**src/rtl/lcw_pkg.sv**
```systemverilog
// Shared types, constants and the microcode table of the character LCD writer.
`timescale 1ns / 1ps
package lcw_pkg;

  localparam int SHADOW_DEPTH_DEF = 128;
  localparam int CHAR_W = 8;
  localparam int CFG_W = 6;
  localparam int UPC_W = 6;

  typedef enum logic [1:0] {
    CMD_PUT    = 2'd0,
    CMD_SETPOS = 2'd1,
    CMD_CLEAR  = 2'd2,
    CMD_FLAGS  = 2'd3
  } cmd_t;

  localparam logic [1:0] ST_OK     = 2'd0;
  localparam logic [1:0] ST_BADPOS = 2'd1;
  localparam logic [1:0] ST_OFF    = 2'd2;
  localparam logic [1:0] ST_DROP   = 2'd3;

  localparam logic REG_COLUMNS = 1'b0;
  localparam logic REG_ROWS    = 1'b1;

  localparam logic [7:0] CH_NUL        = 8'h00;
  localparam logic [7:0] CH_LF         = 8'h0A;
  localparam logic [7:0] CH_CR         = 8'h0D;
  localparam logic [7:0] CH_DEGREE     = 8'hB0;
  localparam logic [7:0] CH_DEGREE_LCD = 8'hDF;
  localparam logic [7:0] LCD_SET_ADDR  = 8'h80;
  localparam logic [7:0] LCD_CLEAR     = 8'h01;
  localparam logic [7:0] LCD_DISPLAY   = 8'h08;
  localparam logic [7:0] PIN_RS        = 8'h01;
  localparam logic [7:0] PIN_EN        = 8'h04;
  localparam logic [7:0] PIN_BL        = 8'h08;
  localparam logic [7:0] NIB_MASK      = 8'hF0;

  localparam logic [7:0] ROW_BASE [4] = '{8'h00, 8'h40, 8'h20, 8'h60};

  typedef enum logic [3:0] {
    C_NONE,
    C_ALWAYS,
    C_NOT_PUT,
    C_DROP,
    C_ZERO,
    C_LF,
    C_CR,
    C_BADPOS,
    C_OFF,
    C_SAME,
    C_NO_REPOS,
    C_SETPOS,
    C_CLEAR
  } cond_t;

  typedef enum logic [3:0] {
    A_NONE,
    A_CALC,
    A_LOAD_ADDR,
    A_LOAD_CHAR,
    A_NEWLINE,
    A_RETURN,
    A_SAME,
    A_ADVANCE,
    A_SETPOS,
    A_CLEAR,
    A_FLAGS
  } act_t;

  typedef enum logic [2:0] {
    E_NONE,
    E_NIB0,
    E_NIB1,
    E_NIB2,
    E_NIB3,
    E_STATUS
  } emit_t;

  typedef struct packed {
    cond_t            cond;
    logic [UPC_W-1:0] target;
    act_t             act;
    emit_t            emit;
    logic [1:0]       status;
    logic             last;
    logic             fin;
    logic             set_drop;
  } ctrl_t;

  typedef struct packed {
    logic not_put;
    logic drop;
    logic zero;
    logic lf;
    logic cr;
    logic badpos;
    logic off;
    logic same;
    logic no_repos;
    logic is_setpos;
    logic is_clear;
  } conds_t;

  // entry points
  localparam logic [UPC_W-1:0] UA_DATA    = 6'd14;
  localparam logic [UPC_W-1:0] UA_OTHER   = 6'd20;
  localparam logic [UPC_W-1:0] UA_CLR     = 6'd24;
  localparam logic [UPC_W-1:0] UA_CMDOUT  = 6'd25;
  localparam logic [UPC_W-1:0] UA_DROPPED = 6'd32;
  localparam logic [UPC_W-1:0] UA_NUL     = 6'd33;
  localparam logic [UPC_W-1:0] UA_LF      = 6'd34;
  localparam logic [UPC_W-1:0] UA_CR      = 6'd35;
  localparam logic [UPC_W-1:0] UA_BADPOS  = 6'd36;
  localparam logic [UPC_W-1:0] UA_OFF     = 6'd37;
  localparam logic [UPC_W-1:0] UA_SAME    = 6'd38;
  localparam logic [UPC_W-1:0] UA_SETPOS  = 6'd39;

  function automatic ctrl_t cw(cond_t c, logic [UPC_W-1:0] t, act_t a, emit_t e,
                               logic [1:0] s, logic l, logic f, logic d);
    ctrl_t w;
    w.cond     = c;
    w.target   = t;
    w.act      = a;
    w.emit     = e;
    w.status   = s;
    w.last     = l;
    w.fin      = f;
    w.set_drop = d;
    return w;
  endfunction

  function automatic ctrl_t ucode(logic [UPC_W-1:0] pc);
    ctrl_t w;
    w = '0;
    case (pc)
      6'd0:  w = cw(C_NOT_PUT,  UA_OTHER,   A_NONE,      E_NONE, ST_OK, 1'b0, 1'b0, 1'b0);
      6'd1:  w = cw(C_DROP,     UA_DROPPED, A_NONE,      E_NONE, ST_OK, 1'b0, 1'b0, 1'b0);
      6'd2:  w = cw(C_ZERO,     UA_NUL,     A_NONE,      E_NONE, ST_OK, 1'b0, 1'b0, 1'b0);
      6'd3:  w = cw(C_LF,       UA_LF,      A_NONE,      E_NONE, ST_OK, 1'b0, 1'b0, 1'b0);
      6'd4:  w = cw(C_CR,       UA_CR,      A_NONE,      E_NONE, ST_OK, 1'b0, 1'b0, 1'b0);
      6'd5:  w = cw(C_BADPOS,   UA_BADPOS,  A_CALC,      E_NONE, ST_OK, 1'b0, 1'b0, 1'b0);
      6'd6:  w = cw(C_OFF,      UA_OFF,     A_NONE,      E_NONE, ST_OK, 1'b0, 1'b0, 1'b0);
      6'd7:  w = cw(C_SAME,     UA_SAME,    A_NONE,      E_NONE, ST_OK, 1'b0, 1'b0, 1'b0);
      6'd8:  w = cw(C_NO_REPOS, UA_DATA,    A_NONE,      E_NONE, ST_OK, 1'b0, 1'b0, 1'b0);
      6'd9:  w = cw(C_NONE,     '0,         A_LOAD_ADDR, E_NONE, ST_OK, 1'b0, 1'b0, 1'b0);
      6'd10: w = cw(C_NONE,     '0,         A_NONE,      E_NIB0, ST_OK, 1'b0, 1'b0, 1'b0);
      6'd11: w = cw(C_NONE,     '0,         A_NONE,      E_NIB1, ST_OK, 1'b0, 1'b0, 1'b0);
      6'd12: w = cw(C_NONE,     '0,         A_NONE,      E_NIB2, ST_OK, 1'b0, 1'b0, 1'b0);
      6'd13: w = cw(C_NONE,     '0,         A_NONE,      E_NIB3, ST_OK, 1'b0, 1'b0, 1'b0);
      6'd14: w = cw(C_NONE,     '0,         A_LOAD_CHAR, E_NONE, ST_OK, 1'b0, 1'b0, 1'b0);
      6'd15: w = cw(C_NONE,     '0,         A_NONE,      E_NIB0, ST_OK, 1'b0, 1'b0, 1'b0);
      6'd16: w = cw(C_NONE,     '0,         A_NONE,      E_NIB1, ST_OK, 1'b0, 1'b0, 1'b0);
      6'd17: w = cw(C_NONE,     '0,         A_NONE,      E_NIB2, ST_OK, 1'b0, 1'b0, 1'b0);
      6'd18: w = cw(C_NONE,     '0,         A_ADVANCE,   E_NIB3, ST_OK, 1'b1, 1'b1, 1'b0);
      6'd20: w = cw(C_SETPOS,   UA_SETPOS,  A_NONE,      E_NONE, ST_OK, 1'b0, 1'b0, 1'b0);
      6'd21: w = cw(C_CLEAR,    UA_CLR,     A_NONE,      E_NONE, ST_OK, 1'b0, 1'b0, 1'b0);
      6'd22: w = cw(C_NONE,     '0,         A_FLAGS,     E_NONE, ST_OK, 1'b0, 1'b0, 1'b0);
      6'd23: w = cw(C_ALWAYS,   UA_CMDOUT,  A_NONE,      E_NONE, ST_OK, 1'b0, 1'b0, 1'b0);
      6'd24: w = cw(C_NONE,     '0,         A_CLEAR,     E_NONE, ST_OK, 1'b0, 1'b0, 1'b0);
      6'd25: w = cw(C_NONE,     '0,         A_NONE,      E_NIB0, ST_OK, 1'b0, 1'b0, 1'b0);
      6'd26: w = cw(C_NONE,     '0,         A_NONE,      E_NIB1, ST_OK, 1'b0, 1'b0, 1'b0);
      6'd27: w = cw(C_NONE,     '0,         A_NONE,      E_NIB2, ST_OK, 1'b0, 1'b0, 1'b0);
      6'd28: w = cw(C_NONE,     '0,         A_NONE,      E_NIB3, ST_OK, 1'b1, 1'b1, 1'b0);
      6'd32: w = cw(C_NONE, '0, A_NONE,    E_STATUS, ST_DROP,   1'b1, 1'b1, 1'b0);
      6'd33: w = cw(C_NONE, '0, A_NONE,    E_STATUS, ST_OK,     1'b1, 1'b1, 1'b1);
      6'd34: w = cw(C_NONE, '0, A_NEWLINE, E_STATUS, ST_OK,     1'b1, 1'b1, 1'b0);
      6'd35: w = cw(C_NONE, '0, A_RETURN,  E_STATUS, ST_OK,     1'b1, 1'b1, 1'b0);
      6'd36: w = cw(C_NONE, '0, A_NONE,    E_STATUS, ST_BADPOS, 1'b1, 1'b1, 1'b1);
      6'd37: w = cw(C_NONE, '0, A_NONE,    E_STATUS, ST_OFF,    1'b1, 1'b1, 1'b1);
      6'd38: w = cw(C_NONE, '0, A_SAME,    E_STATUS, ST_OK,     1'b1, 1'b1, 1'b0);
      6'd39: w = cw(C_NONE, '0, A_SETPOS,  E_STATUS, ST_OK,     1'b1, 1'b1, 1'b0);
      default: w = '0;
    endcase
    return w;
  endfunction

endpackage

```
**src/rtl/lcw_ram.sv**
```systemverilog
// Generic single-port-write, registered-read RAM.
`timescale 1ns / 1ps
module lcw_ram #(
  parameter int WIDTH = lcw_pkg::CHAR_W,
  parameter int DEPTH = lcw_pkg::SHADOW_DEPTH_DEF,
  localparam int AW = $clog2(DEPTH)
) (
  input  logic             clk,
  input  logic             we,
  input  logic [AW-1:0]    waddr,
  input  logic [WIDTH-1:0] wdata,
  input  logic [AW-1:0]    raddr,
  output logic [WIDTH-1:0] rdata
);

  logic [WIDTH-1:0] mem [DEPTH];

  always_ff @(posedge clk) begin
    if (we) begin
      mem[waddr] <= wdata;
    end
    rdata <= mem[raddr];
  end

endmodule

```
**src/rtl/lcw_seq.sv**
```systemverilog
// Microcode sequencer: step counter, control ROM lookup and conditional jumps.
`timescale 1ns / 1ps
module lcw_seq (
  input  logic           clk,
  input  logic           rst,
  input  logic           start,
  input  lcw_pkg::conds_t conds,
  output lcw_pkg::ctrl_t  ctrl,
  output logic           busy,
  output logic           accept
);
  import lcw_pkg::*;

  logic [UPC_W-1:0] upc;
  logic [UPC_W-1:0] upc_next;
  logic             busy_next;
  logic             take;

  assign accept = start && !busy;
  assign ctrl   = busy ? ucode(upc) : ctrl_t'('0);

  always_comb begin
    case (ctrl.cond)
      C_NONE:     take = 1'b0;
      C_ALWAYS:   take = 1'b1;
      C_NOT_PUT:  take = conds.not_put;
      C_DROP:     take = conds.drop;
      C_ZERO:     take = conds.zero;
      C_LF:       take = conds.lf;
      C_CR:       take = conds.cr;
      C_BADPOS:   take = conds.badpos;
      C_OFF:      take = conds.off;
      C_SAME:     take = conds.same;
      C_NO_REPOS: take = conds.no_repos;
      C_SETPOS:   take = conds.is_setpos;
      C_CLEAR:    take = conds.is_clear;
      default:    take = 1'b0;
    endcase
  end

  always_comb begin
    upc_next  = upc;
    busy_next = busy;
    if (accept) begin
      upc_next  = '0;
      busy_next = 1'b1;
    end else if (busy) begin
      if (ctrl.fin) begin
        busy_next = 1'b0;
      end else if (take) begin
        upc_next = ctrl.target;
      end else begin
        upc_next = upc + 1'b1;
      end
    end
  end

  always_ff @(posedge clk) begin
    if (rst) begin
      upc  <= '0;
      busy <= 1'b0;
    end else begin
      upc  <= upc_next;
      busy <= busy_next;
    end
  end

endmodule

```
**src/rtl/lcd_char_writer_with_shadow_cache.sv**
```systemverilog
// Top level: character LCD nibble writer with shadow screen copy.
//
//  channel  | direction | handshake             | beat carries
//  ---------+-----------+-----------------------+-----------------------------------------
//  command  | in        | start && !busy        | cmd, char_code, text_last, column, row,
//           |           |                       | display_on, cursor_on, blink_on
//  result   | out       | strobe, one cycle     | out_byte, byte_valid, status, last
//  config   | in        | cfg_we                | cfg_index, cfg_data
//
// One microcode step per clock, at most one result beat per step. A character with
// reposition takes the longest path from accept to its last beat, a status-only item
// the shortest; busy drops with the last beat. The shadow's valid bits clear at once
// on reset, so there is no clearing pass. The receiver cannot stall; beats leave on
// fixed cycles.
`timescale 1ns / 1ps
module lcd_char_writer_with_shadow_cache #(
  parameter int SHADOW_DEPTH = lcw_pkg::SHADOW_DEPTH_DEF
) (
  input  logic                     clk,
  input  logic                     rst,
  input  logic                     start,
  output logic                     busy,
  input  logic [1:0]               cmd,
  input  logic [7:0]               char_code,
  input  logic                     text_last,
  input  logic [7:0]               column,
  input  logic [7:0]               row,
  input  logic                     display_on,
  input  logic                     cursor_on,
  input  logic                     blink_on,
  output logic                     strobe,
  output logic [7:0]               out_byte,
  output logic                     byte_valid,
  output logic [1:0]               status,
  output logic                     last,
  input  logic                     cfg_we,
  input  logic                     cfg_index,
  input  logic [lcw_pkg::CFG_W-1:0] cfg_data
);
  import lcw_pkg::*;

  localparam int AW = $clog2(SHADOW_DEPTH);

  ctrl_t  ctrl;
  conds_t conds;
  logic   accept;

  cmd_t       item_cmd;
  logic [7:0] item_ch;
  logic       item_tlast;
  logic [7:0] item_col;
  logic [7:0] item_row;
  logic [2:0] item_flags;

  logic [5:0] columns;
  logic [2:0] rows;

  logic [7:0] cur_col;
  logic [7:0] cur_row;
  logic       repos;
  logic [2:0] flags;
  logic       dropping;

  logic [7:0] addr;
  logic [7:0] send;
  logic       send_rs;
  logic [SHADOW_DEPTH-1:0] valid_bits;

  logic [7:0] ch_map;
  logic [2:0] nrows;
  logic [7:0] addr_calc;
  logic [7:0] rdata;
  logic [7:0] shadow_val;
  logic [7:0] nib;
  logic [7:0] beat_byte;
  logic       ram_we;

  lcw_seq u_seq (
    .clk    (clk),
    .rst    (rst),
    .start  (start),
    .conds  (conds),
    .ctrl   (ctrl),
    .busy   (busy),
    .accept (accept)
  );

  assign ram_we = (ctrl.act == A_LOAD_CHAR);

  lcw_ram #(
    .WIDTH (CHAR_W),
    .DEPTH (SHADOW_DEPTH)
  ) u_shadow (
    .clk   (clk),
    .we    (ram_we),
    .waddr (addr[AW-1:0]),
    .wdata (ch_map),
    .raddr (addr[AW-1:0]),
    .rdata (rdata)
  );

  assign ch_map     = (item_ch == CH_DEGREE) ? CH_DEGREE_LCD : item_ch;
  assign nrows      = (rows > 3'd4) ? 3'd4 : rows;
  assign addr_calc  = ROW_BASE[cur_row[1:0]] + cur_col;
  assign shadow_val = valid_bits[addr[AW-1:0]] ? rdata : 8'h00;

  always_comb begin
    conds.not_put   = (item_cmd != CMD_PUT);
    conds.drop      = dropping;
    conds.zero      = (item_ch == CH_NUL);
    conds.lf        = (item_ch == CH_LF);
    conds.cr        = (item_ch == CH_CR);
    conds.badpos    = (cur_col >= {2'b00, columns}) || (cur_row >= {5'b00000, nrows});
    conds.off       = (addr >= 8'(SHADOW_DEPTH));
    conds.same      = (shadow_val == ch_map);
    conds.no_repos  = !repos;
    conds.is_setpos = (item_cmd == CMD_SETPOS);
    conds.is_clear  = (item_cmd == CMD_CLEAR);
  end

  always_comb begin
    case (ctrl.emit)
      E_NIB0, E_NIB1: nib = send & NIB_MASK;
      default:        nib = (send << 4) & NIB_MASK;
    endcase
    beat_byte = nib | PIN_BL | (send_rs ? PIN_RS : 8'h00);
    if (ctrl.emit == E_NIB0 || ctrl.emit == E_NIB2) begin
      beat_byte = beat_byte | PIN_EN;
    end
  end

  always_ff @(posedge clk) begin
    if (accept) begin
      item_cmd   <= cmd_t'(cmd);
      item_ch    <= char_code;
      item_tlast <= text_last;
      item_col   <= column;
      item_row   <= row;
      item_flags <= {display_on, cursor_on, blink_on};
    end
  end

  always_ff @(posedge clk) begin
    if (rst) begin
      columns <= 6'd16;
      rows    <= 3'd2;
    end else if (cfg_we) begin
      case (cfg_index)
        REG_COLUMNS: columns <= cfg_data;
        REG_ROWS:    rows    <= cfg_data[2:0];
        default:     ;
      endcase
    end
  end

  always_ff @(posedge clk) begin
    if (rst) begin
      cur_col  <= '0;
      cur_row  <= '0;
      repos    <= 1'b0;
      flags    <= '0;
      dropping <= 1'b0;
    end else begin
      case (ctrl.act)
        A_LOAD_ADDR: repos <= 1'b0;
        A_NEWLINE: begin
          cur_row <= cur_row + 8'd1;
          cur_col <= '0;
          repos   <= 1'b1;
        end
        A_RETURN: begin
          cur_col <= '0;
          repos   <= 1'b1;
        end
        A_SAME: begin
          cur_col <= cur_col + 8'd1;
          repos   <= 1'b1;
        end
        A_ADVANCE: cur_col <= cur_col + 8'd1;
        A_SETPOS: begin
          if (cur_col != item_col || cur_row != item_row) begin
            cur_col <= item_col;
            cur_row <= item_row;
            repos   <= 1'b1;
          end
        end
        A_CLEAR: begin
          cur_col <= '0;
          cur_row <= '0;
          repos   <= 1'b0;
        end
        A_FLAGS: flags <= item_flags;
        default: ;
      endcase
      if (ctrl.fin) begin
        if (item_cmd == CMD_PUT && !item_tlast) begin
          dropping <= dropping | ctrl.set_drop;
        end else begin
          dropping <= 1'b0;
        end
      end
    end
  end

  always_ff @(posedge clk) begin
    if (rst) begin
      valid_bits <= '0;
    end else if (ctrl.act == A_CLEAR) begin
      valid_bits <= '0;
    end else if (ram_we) begin
      valid_bits[addr[AW-1:0]] <= 1'b1;
    end
  end

  // datapath payload registers
  always_ff @(posedge clk) begin
    case (ctrl.act)
      A_CALC: addr <= addr_calc;
      A_LOAD_ADDR: begin
        send    <= LCD_SET_ADDR | addr;
        send_rs <= 1'b0;
      end
      A_LOAD_CHAR: begin
        send    <= ch_map;
        send_rs <= 1'b1;
      end
      A_CLEAR: begin
        send    <= LCD_CLEAR;
        send_rs <= 1'b0;
      end
      A_FLAGS: begin
        send    <= LCD_DISPLAY | {5'b00000, item_flags};
        send_rs <= 1'b0;
      end
      default: ;
    endcase
  end

  always_ff @(posedge clk) begin
    if (rst) begin
      strobe <= 1'b0;
    end else begin
      strobe <= (ctrl.emit != E_NONE);
    end
  end

  always_ff @(posedge clk) begin
    last <= ctrl.last;
    if (ctrl.emit == E_STATUS) begin
      out_byte   <= 8'h00;
      byte_valid <= 1'b0;
      status     <= ctrl.status;
    end else begin
      out_byte   <= beat_byte;
      byte_valid <= 1'b1;
      status     <= ST_OK;
    end
  end

endmodule

```
**config.mk**
```make
export PLATFORM = sky130hd
export DESIGN_NAME = lcd_char_writer_with_shadow_cache
export DESIGN_NICKNAME = d
export VERILOG_FILES = /design/src/rtl/lcw_pkg.sv /design/src/rtl/lcw_ram.sv /design/src/rtl/lcw_seq.sv /design/src/rtl/lcd_char_writer_with_shadow_cache.sv
export SDC_FILE = /design/constraint.sdc
export NUM_CORES = 1
export LEC_CHECK = 0
export BUFFER_PORTS_ARGS = -buffer_cell sky130_fd_sc_hd__buf_2
export CELL_PAD_IN_SITES_DETAIL_PLACEMENT = 0
export CELL_PAD_IN_SITES_GLOBAL_PLACEMENT = 2
export CORE_MARGIN = 2
export CORE_UTILIZATION = 53
export DETAILED_ROUTE_END_ITERATION = 10
export GPL_ROUTABILITY_DRIVEN = 0
export GPL_TIMING_DRIVEN = 0
export PLACE_DENSITY_LB_ADDON = 0.1
export RECOVER_POWER = 25
export SLEW_MARGIN = 20
export SYNTH_ARGS = -nofsm -noshare
export SYNTH_HDL_FRONTEND = slang
export SYNTH_HIERARCHICAL = 1
export SYNTH_SLANG_ARGS = --single-unit
```
**constraint.sdc**
```tcl
create_clock -name clk -period 12.28 [get_ports clk]
set_input_delay 0.614 -clock clk [delete_from_list [all_inputs] [get_ports clk]]
set_output_delay 0.614 -clock clk [all_outputs]
set_load 0.05 [all_outputs]
```
=== Word level (Yosys, flattened, before mapping) ===
Memory sizes are Yosys's and may differ from the RTL's. A register that Yosys moved wholly into a read port is not among the register bits.
Cells that the tools add are included.

* Add/subtract/negate cells: 4
* $lt $le $gt $ge: 7
* Eq/ne operators: 35
* Mux-type cells: 33
* Bitwise logic cells: 6
* Reductions and logical operators: 33

{| class="wikitable"
|+ Operators with widths
! operator !! count
|-
| $or A128 B128 Y128 || 1
|-
| $mux W8 || 7
|-
| $pmux W8 S3 || 2
|-
| $eq A4 B3 Y1 const B || 8
|-
| $eq A4 B4 Y1 const B || 8
|-
| $pmux W8 S4 || 1
|-
| $mux W22 || 1
|-
| $mux W6 || 3
|-
| $add A8 B1 Y8 const B || 2
|-
| $bmux W8 S2 || 1
|-
| $eq A4 B2 Y1 const B || 4
|-
| $eq A8 B4 Y1 const B || 2
|-
| $ne A8 B8 Y1 || 2
|-
| $reduce_and A2 Y1 || 7
|-
| $pmux W1 S12 || 1
|-
| $reduce_bool A3 Y1 || 4
|-
| $mux W1 || 11
|-
| $reduce_or A2 Y1 || 5
|-
| $reduce_or A3 Y1 || 3
|-
| $add A8 B8 Y8 || 1
|-
| $eq A4 B1 Y1 const B || 2
|-
| $eq A8 B8 Y1 || 1
|-
| $eq A8 B8 Y1 const B || 1
|-
| $ge A8 B3 Y1 || 1
|-
| 29 further kinds || 39
|}

* Bits in registers: 222
* Bits in writable memories: 1024
* ROM bits: 1408
* Output and inout bits: 14
* Word-level logic and storage cells: 143
* Memories: 2

{| class="wikitable"
|+ Memory list
! memory !! depth !! width !! rd ports !! clocked after memory_dff !! wr ports !! line !! source
|-
| (name not given) || 64 || 22 || 1 || 1 || 0 || lcw_pkg.sv:135 || <nowiki>case (pc)</nowiki>
|-
| u_shadow.mem || 128 || 8 || 1 || 1 || 1 || lcw_ram.sv:16 || <nowiki>logic [WIDTH-1:0] mem [DEPTH];</nowiki>
|}

=== Depth between registers and ports, before layout ===
Gate-level depths: netlist (run 1).

* Word-level depth: 8
* Depth in mapped cells: 23

=== By module ===
Netlist (run 1), hierarchy kept.

{| class="wikitable"
|+ By module, submodules not included
! module !! instances !! cells each !! area each (um^2)
|-
| lcw_ram || 1 || 1635 || 39665.5
|-
| lcd_char_writer_with_shadow_cache || 1 || 962 || 9362.7
|-
| lcw_seq || 1 || 243 || 1948.1
|}

=== Least setup slack after synthesis (run 1) ===
Ideal clock, no wire load.

* Path kind: reg2reg
* From: register item_ch[7]
* To: register with a tool-made name
* Arrival time: 6.482 ns
* Slack: 5.706 ns
* Cell stages (with the launch flop): 16
* Path through: edfxtp_1 > nand4b_1 > nor2_2 > nor2b_1 > o31ai_1 > nand2_1 > a2111oi_2 > or3b_1 > a32oi_1 > o21a_1 > buf_6 > mux2_2 > o22ai_2 > xnor2_1 > a31oi_1 > o32ai_1

{| class="wikitable"
|+ RTL lines
! item !! line !! source
|-
| start, declared || lcd_char_writer_with_shadow_cache.sv:49 || <nowiki>logic [7:0] item_ch;</nowiki>
|-
| start signal, assigned || lcd_char_writer_with_shadow_cache.sv:135 || <nowiki>item_ch <= char_code;</nowiki>
|}

==> results of run 1 <==
[final timing paths]
check,from,end,slack [ns],depth (start not counted)
worst max-delay path,item_ch[2],register,5.35,18
worst min-delay path,row[1],item_row[1],0.06,1
worst max register to register,item_ch[2],register,5.35,18
worst min register to register,rows[0],rows[0],0.45,2
[per-stage QoR]
stage / util [%] / total power (W) / std cells / cell area [sq um] / hold WS (ns)
2_1_floorplan: - / 0.00495 / 2831 / 50900 / 0.420
3_3_place_gp: 55.5 / 0.00505 / 4149 / 52800 / 0.438
3_5_place_dp: 56.0 / 0.00506 / 4168 / 53300 / 0.447
4_1_cts: 60.4 / 0.00889 / 4401 / 57500 / 0.0196
5_1_grt: 60.1 / 0.00905 / 4402 / 57200 / 0.0353
6_report: 60.1 / 0.00881 / 4405 / 57200 / 0.0623
[worst max-delay path: stages (launching register included)]
cell       delay (ns)
edfxtp_1         0.49
or4_1            0.56
nor2_1           0.33
or2_1            0.15
clkbuf_1         1.47
buf_16           0.34
a31oi_1          0.19
or2_1            0.23
mux2i_1          0.15
nor3_1           0.09
a2111oi_2        0.50
or3b_1           0.20
a32oi_1          0.19
o21ai_2          0.40
mux2i_1          0.16
nor2_1           0.25
clkbuf_1         0.45
a31oi_1          0.20
o32ai_1          0.43
[report_power, final]
group	switching, W	internal [W]
clock network	0.00162	0.00223
logic	0.000173	0.0000768
registers	0.0000150	0.00470
total	0.00181	0.00700
[layer usage]
metal / part of all wire [%] / routed length [um] / vias up
met5: 0.017 / 22 / -
met4: 3.1 / 4020 / 4
met3: 7.9 / 10200 / 224
met2: 49 / 63300 / 1175
met1: 40 / 51300 / 14525
li1: - / - / 11722
[layout make-up]
cell class / instances / share of cell area [%]
timing repair buffer: 73 / 0.816
clock buffer: 178 / 6.41
antenna: 3 / 0.0131
sequential: 1274 / 63.3
multi-input combinational: 1366 / 24.3
tap: 1265 / 2.77
clock inverter: 55 / 0.831
buffer: 161 / 1.33
inverter: 30 / 0.225
[sequential cells by signal (all words and copies together), names as in the netlist, 7 cells and up, named ones only]
signal,cells
u_shadow/rdata,8
cur_row,8
valid_bits,128
addr,8
item_col,8
item_row,8
u_shadow/mem,1024
item_ch,8
send,8
out_byte,7
cur_col,8
[cells in the final DEF, fill, tap and decap left out, types with 9 or more instances in the layout]
cell,instances
mux2_2,17
o211ai_1,12
a21oi_1,172
ha_1,15
nand2b_1,23
nor3_1,24
mux4_1,10
clkinv_2,19
edfxtp_1,1071
a22oi_1,12
buf_4,16
inv_1,22
clkbuf_1,148
nor2_1,330
mux2i_1,21
clkbuf_2,10
o21ai_0,21
nand3_1,32
mux4_2,353
xnor2_1,19
buf_2,60
a31oi_1,9
nor2b_1,24
buf_1,21
nand2_1,87
nor3_2,14
clkinv_1,21
dfxtp_1,203
clkbuf_16,139
nand4_1,10
and2_1,13
==> results.py, run 1 <==
metrics = {
    "setup_path": {
        "cp_max_fo": 93,
        "crit_path_end_kind": "register",
        "worst_setup_path_start_kind": "register",
        "critical_path_required_ns": 12.88,
        "criticalPathCategory": "reg -> reg",
        "crit_arrival_ns": 7.53,
    },
    "global_routing": {
        "use_met2_pct": 43.2,
        "grtUsageMet1_pct": 36.0,
        "grt_max_degree": 101,
        "grt_pass1_vias": 27567,
        "grt_use_met3_pct": 5.29,
        "grt_overflow": 0,
        "antenna_found_initial": 2,
        "grt.busiest_layer": "met2",
        "grt_pass1_wl_um": 187000,
        "grt_usage_pct": 26.5,
    },
    "route": {
        "drc_errors": 0,
        "ant_nets": 0,
        "drt_iter0_drc": 2902,
        "wirelength_um": 129000,
        "drtPass1Iterations": 5,
        "num_vias": 27650,
        "avgViaCountPerCell": 6.28,
        "wl_per_cell_um": 29.3,
    },
    "sta": {
        "final-hold-violation-count": 0,
        "fin_ws_ns": 5.35,
        "fin_setup_tns_ns": 0,
        "fmax_mhz": 144,
        "fin_crit_sh_pct": 56.4,
        "clock_skew_ns": 0.0234,
        "maxSlewViolCount": 398,
        "fin_crit_ns": 6.93,
        "finalSetupViolCount": 0,
        "timing.slew.headroom_pct": -128,
        "tightest_slew_ns": 3.42,
        "rsz0062_at_grt": "no",
    },
    "placed_design": {
        "portBuffers": 53,
        "dpl.hpwl_um": 87100,
        "dp_slack_ns": 6.20,
    },
    "floorplan": {
        "initial_core_util_pct": 53.5,
        "die_h_um": 314,
        "die_area_sq_um": 98600,
        "io_pins": 55,
        "fp-row-count": 113,
        "fp.coreArea_sq_um": 95200,
        "die_w_um": 314,
    },
    "logic_synthesis": {
        "ys.warnings.count": 6,
        "syn_area_per_cell_sq_um": 18.0,
        "synth_cells": 2831,
        "mappedNetlistArea_sq_um": 50900,
        "synth_nets": 2888,
    },
    "cts": {
        "clkSinkCount": 1274,
        "cts-root-buf": "clkbuf_16",
        "cts_tree": "done",
        "ctsHoldBuffers": 0,
        "clk_pin_slew_worst_paths_ns": 0.05,
        "cts_resized": 0,
        "clk_latency_ns": 0.74,
        "cts_setup_buffers": 0,
        "htreeDepth": 4,
        "clockBufferDepth": 3,
        "numCtsBuffers": 132,
    },
    "final_layout": {
        "register_area_sq_um": 36200,
        "drive_above_1_share_pct": 22.3,
        "fillers": 6946,
        "synthToLayoutAreaGrowth_pct": 12.4,
        "multi_input_area_sq_um": 13900,
        "layout.nets": 3095,
    },
    "pwr": {
        "peakVddDrop_v": 0.000119,
        "power.density_nw_per_um2": 154,
        "leakage_nw": 18.2,
    },
    "run_status": {
        "status": "complete, but fails checks",
        "violations": "capacitance limit, slew limit",
    },
    "run": {
        "drv_cap": 10,
    },
    "hold_path": {
        "hp-class": "in -> reg",
    },
}
Power figures use the tool's default switching activity.
==> inputs of run 2 (changes only) <==
--- a/config.mk
+++ b/config.mk
@@ -5,11 +5,12 @@
 export SDC_FILE = /design/constraint.sdc
 export NUM_CORES = 1
 export LEC_CHECK = 0
+export ABC_AREA = 1
 export BUFFER_PORTS_ARGS = -buffer_cell sky130_fd_sc_hd__buf_2
 export CELL_PAD_IN_SITES_DETAIL_PLACEMENT = 0
 export CELL_PAD_IN_SITES_GLOBAL_PLACEMENT = 2
 export CORE_MARGIN = 2
-export CORE_UTILIZATION = 53
+export CORE_UTILIZATION = 42
 export DETAILED_ROUTE_END_ITERATION = 10
 export GPL_ROUTABILITY_DRIVEN = 0
 export GPL_TIMING_DRIVEN = 0
==> constraint.sdc (replaced) <==
create_clock -name clk -period 6.4 [get_ports clk]
set_input_delay 0.32 -clock clk [delete_from_list [all_inputs] [get_ports clk]]
set_output_delay 0.32 -clock clk [all_outputs]
set_load 0.05 [all_outputs]
==> run 2 against run 1 <==
Effect of this change: the run still ends with capacitance limit, slew limit left; combinational power up 92%; via count rose by 41%; routed wire length up 43%; flip-flop and latch count stayed put; final area increased by 7.2%; fmax rose by 25%; clock power rose by 110%; largest power group unchanged.
==> results.py, run 2 <==
metrics = {
    "global_routing": {
        "antenna_found_initial": 2,
        "grt_overflow": 0,
        "grt_max_degree": 88,
        "grt_usage_pct": 28.1,
        "grt_pass1_wl_um": 263000,
        "grt_pass1_vias": 36963,
    },
    "final_layout": {
        "drive_above_1_share_pct": 9.62,
        "layout_commonest_cell": "nand2_1",
        "regMostFlops": "u_shadow/mem",
        "mostFrequentLayoutCells": "1659 x nand2_1, 1071 x edfxtp_1, 1037 x nand3_1",
        "largestRegisters": "u_shadow/mem x1024, valid_bits x128",
        "layout.nets": 5492,
        "largest_reg_flops": 1024,
        "synthToLayoutAreaGrowth_pct": 14.4,
        "final_core_util_pct": 48.2,
    },
    "pwr": {
        "peakVddDrop_v": 0.000294,
        "leakage_nw": 22.8,
        "fin_total_pwr_w": 0.0178,
        "power.density_nw_per_um2": 290,
    },
    "cts": {
        "cts_tree": "done",
        "cts_resized": 0,
        "htreeDepth": 4,
        "clockBufferDepth": 3,
        "numCtsBuffers": 142,
        "clk_latency_ns": 0.79,
        "clk_pin_slew_worst_paths_ns": 0.06,
        "clkSinkCount": 1274,
        "cts-root-buf": "clkbuf_16",
    },
    "sta": {
        "clock_skew_ns": 0.0270,
        "tightest_slew_ns": 3.16,
        "fin_crit_ns": 5.55,
        "rsz0062_at_grt": "no",
        "maxSlewViolCount": 314,
        "fmax_mhz": 180,
        "final-hold-violation-count": 0,
        "fin_crit_sh_pct": 86.8,
        "hold_ws_ns": 0.0607,
        "timing.slew.headroom_pct": -111,
        "finalSetupViolCount": 0,
    },
    "setup_path": {
        "critical_path.most_common_cell": "nand2_1",
        "cp_max_fo": 50,
        "criticalPathCategory": "reg -> reg",
        "crit_slowest_cell": "clkinvlp_2",
        "critical_path_required_ns": 7.08,
        "crit_path_end_kind": "register",
        "cpPeakStageDelay_ns": 1.31,
        "worst_setup_path_start_kind": "register",
        "crit_arrival_ns": 6.23,
    },
    "logic_synthesis": {
        "mappedNetlistArea_sq_um": 53600,
        "synth_nets": 5234,
        "syn_area_per_cell_sq_um": 10.4,
        "ys.warnings.count": 6,
        "synth_cells": 5177,
    },
    "route": {
        "avgViaCountPerCell": 5.42,
        "met1_length_um": 79300,
        "drtPass1Iterations": 5,
        "wirelength_um": 185000,
        "dr_wl_met2_um": 87300,
        "wl_per_cell_um": 25.6,
        "drc_errors": 0,
        "drt_iter0_drc": 3977,
        "ant_nets": 0,
        "num_vias": 39065,
        "top_layer_used": "met4",
        "met3WireLength_um": 12400,
    },
    "floorplan": {
        "io_pins": 55,
        "fp.coreArea_sq_um": 127000,
        "initial_core_util_pct": 42.2,
        "die_w_um": 361,
        "die_h_um": 361,
        "die_area_sq_um": 131000,
        "fp-row-count": 131,
    },
    "run_status": {
        "violations": "capacitance limit, slew limit",
        "status": "complete, but fails checks",
    },
    "placed_design": {
        "portBuffers": 53,
        "dpl.hpwl_um": 128000,
    },
    "hold_path": {
        "hp-class": "in -> reg",
    },
    "run": {
        "drv_cap": 8,
    },
}
run 2: final cells by class:
cell class	count	area (sq um)
clock inverter	80	856
fill	11924	65800
buffer	285	1640
tap	1662	2080
inverter	281	1090
antenna	1	2.50
multi-input combinational	3337	14800
timing repair buffer	114	900
clock buffer	179	3810
sequential	1274	36200
run 2: worst max-delay path: cells and delay by family (launching register included):
family	cells	cell delay [ns]
AOI/OAI and AO/OA	1	0.19
buffers and inverters	4	1.66
DFF	1	0.41
and+or+nand+nor	21	3.18
run 2: per-layer routing:
| layer | vias to the layer above | track usage [%] |
|---|---|---|
| met2 | 1384 | 46.0 |
| met1 | 19185 | 38.3 |
| li1 | 18228 | - |
| met5 | - | 0 |
| met4 | 0 | 8.96 |
| met3 | 268 | 4.84 |
run 2: timing repair:
| action | 4_1_cts | 5_1_grt |
|---|---|---|
| buffers inserted | 0 | 0 |
| endpoints found under the setup margin | 0 | 0 |
| hold endpoints to repair | 51 | 0 |
| hold buffers | 46 | 0 |
run 2: worst paths after layout:
kind | startpoint | end | slack, ns | cells after the start
setup / recovery | item_ch[0] | register | 0.85 | 26
hold / removal | cfg_index | columns[2] | 0.06 | 4
setup reg to reg | item_ch[0] | register | 0.85 | 26
hold reg to reg | valid_bits[97] | valid_bits[97] | 0.45 | 2
run 2: report_power, final:
part	switching, W	internal, W
logic	0.000368	0.000112
registers	0.0000234	0.00904
clock network	0.00340	0.00484
total	0.00379	0.0140
run 2: stage by stage:
step / worst slack (ns) / setup TNS [ns] / cells / instance area, sq um
after global routing: 0.250 / 0 / 7212 / 61400
after global placement: -5.59 / -794.88 / 6892 / 56000
after CTS: 0.947 / 0 / 7212 / 61600
after detailed placement: 0.994 / 0 / 6907 / 56400
after floorplan: 0.646 / 0 / 5177 / 53600
final: 0.846 / 0 / 7213 / 61400
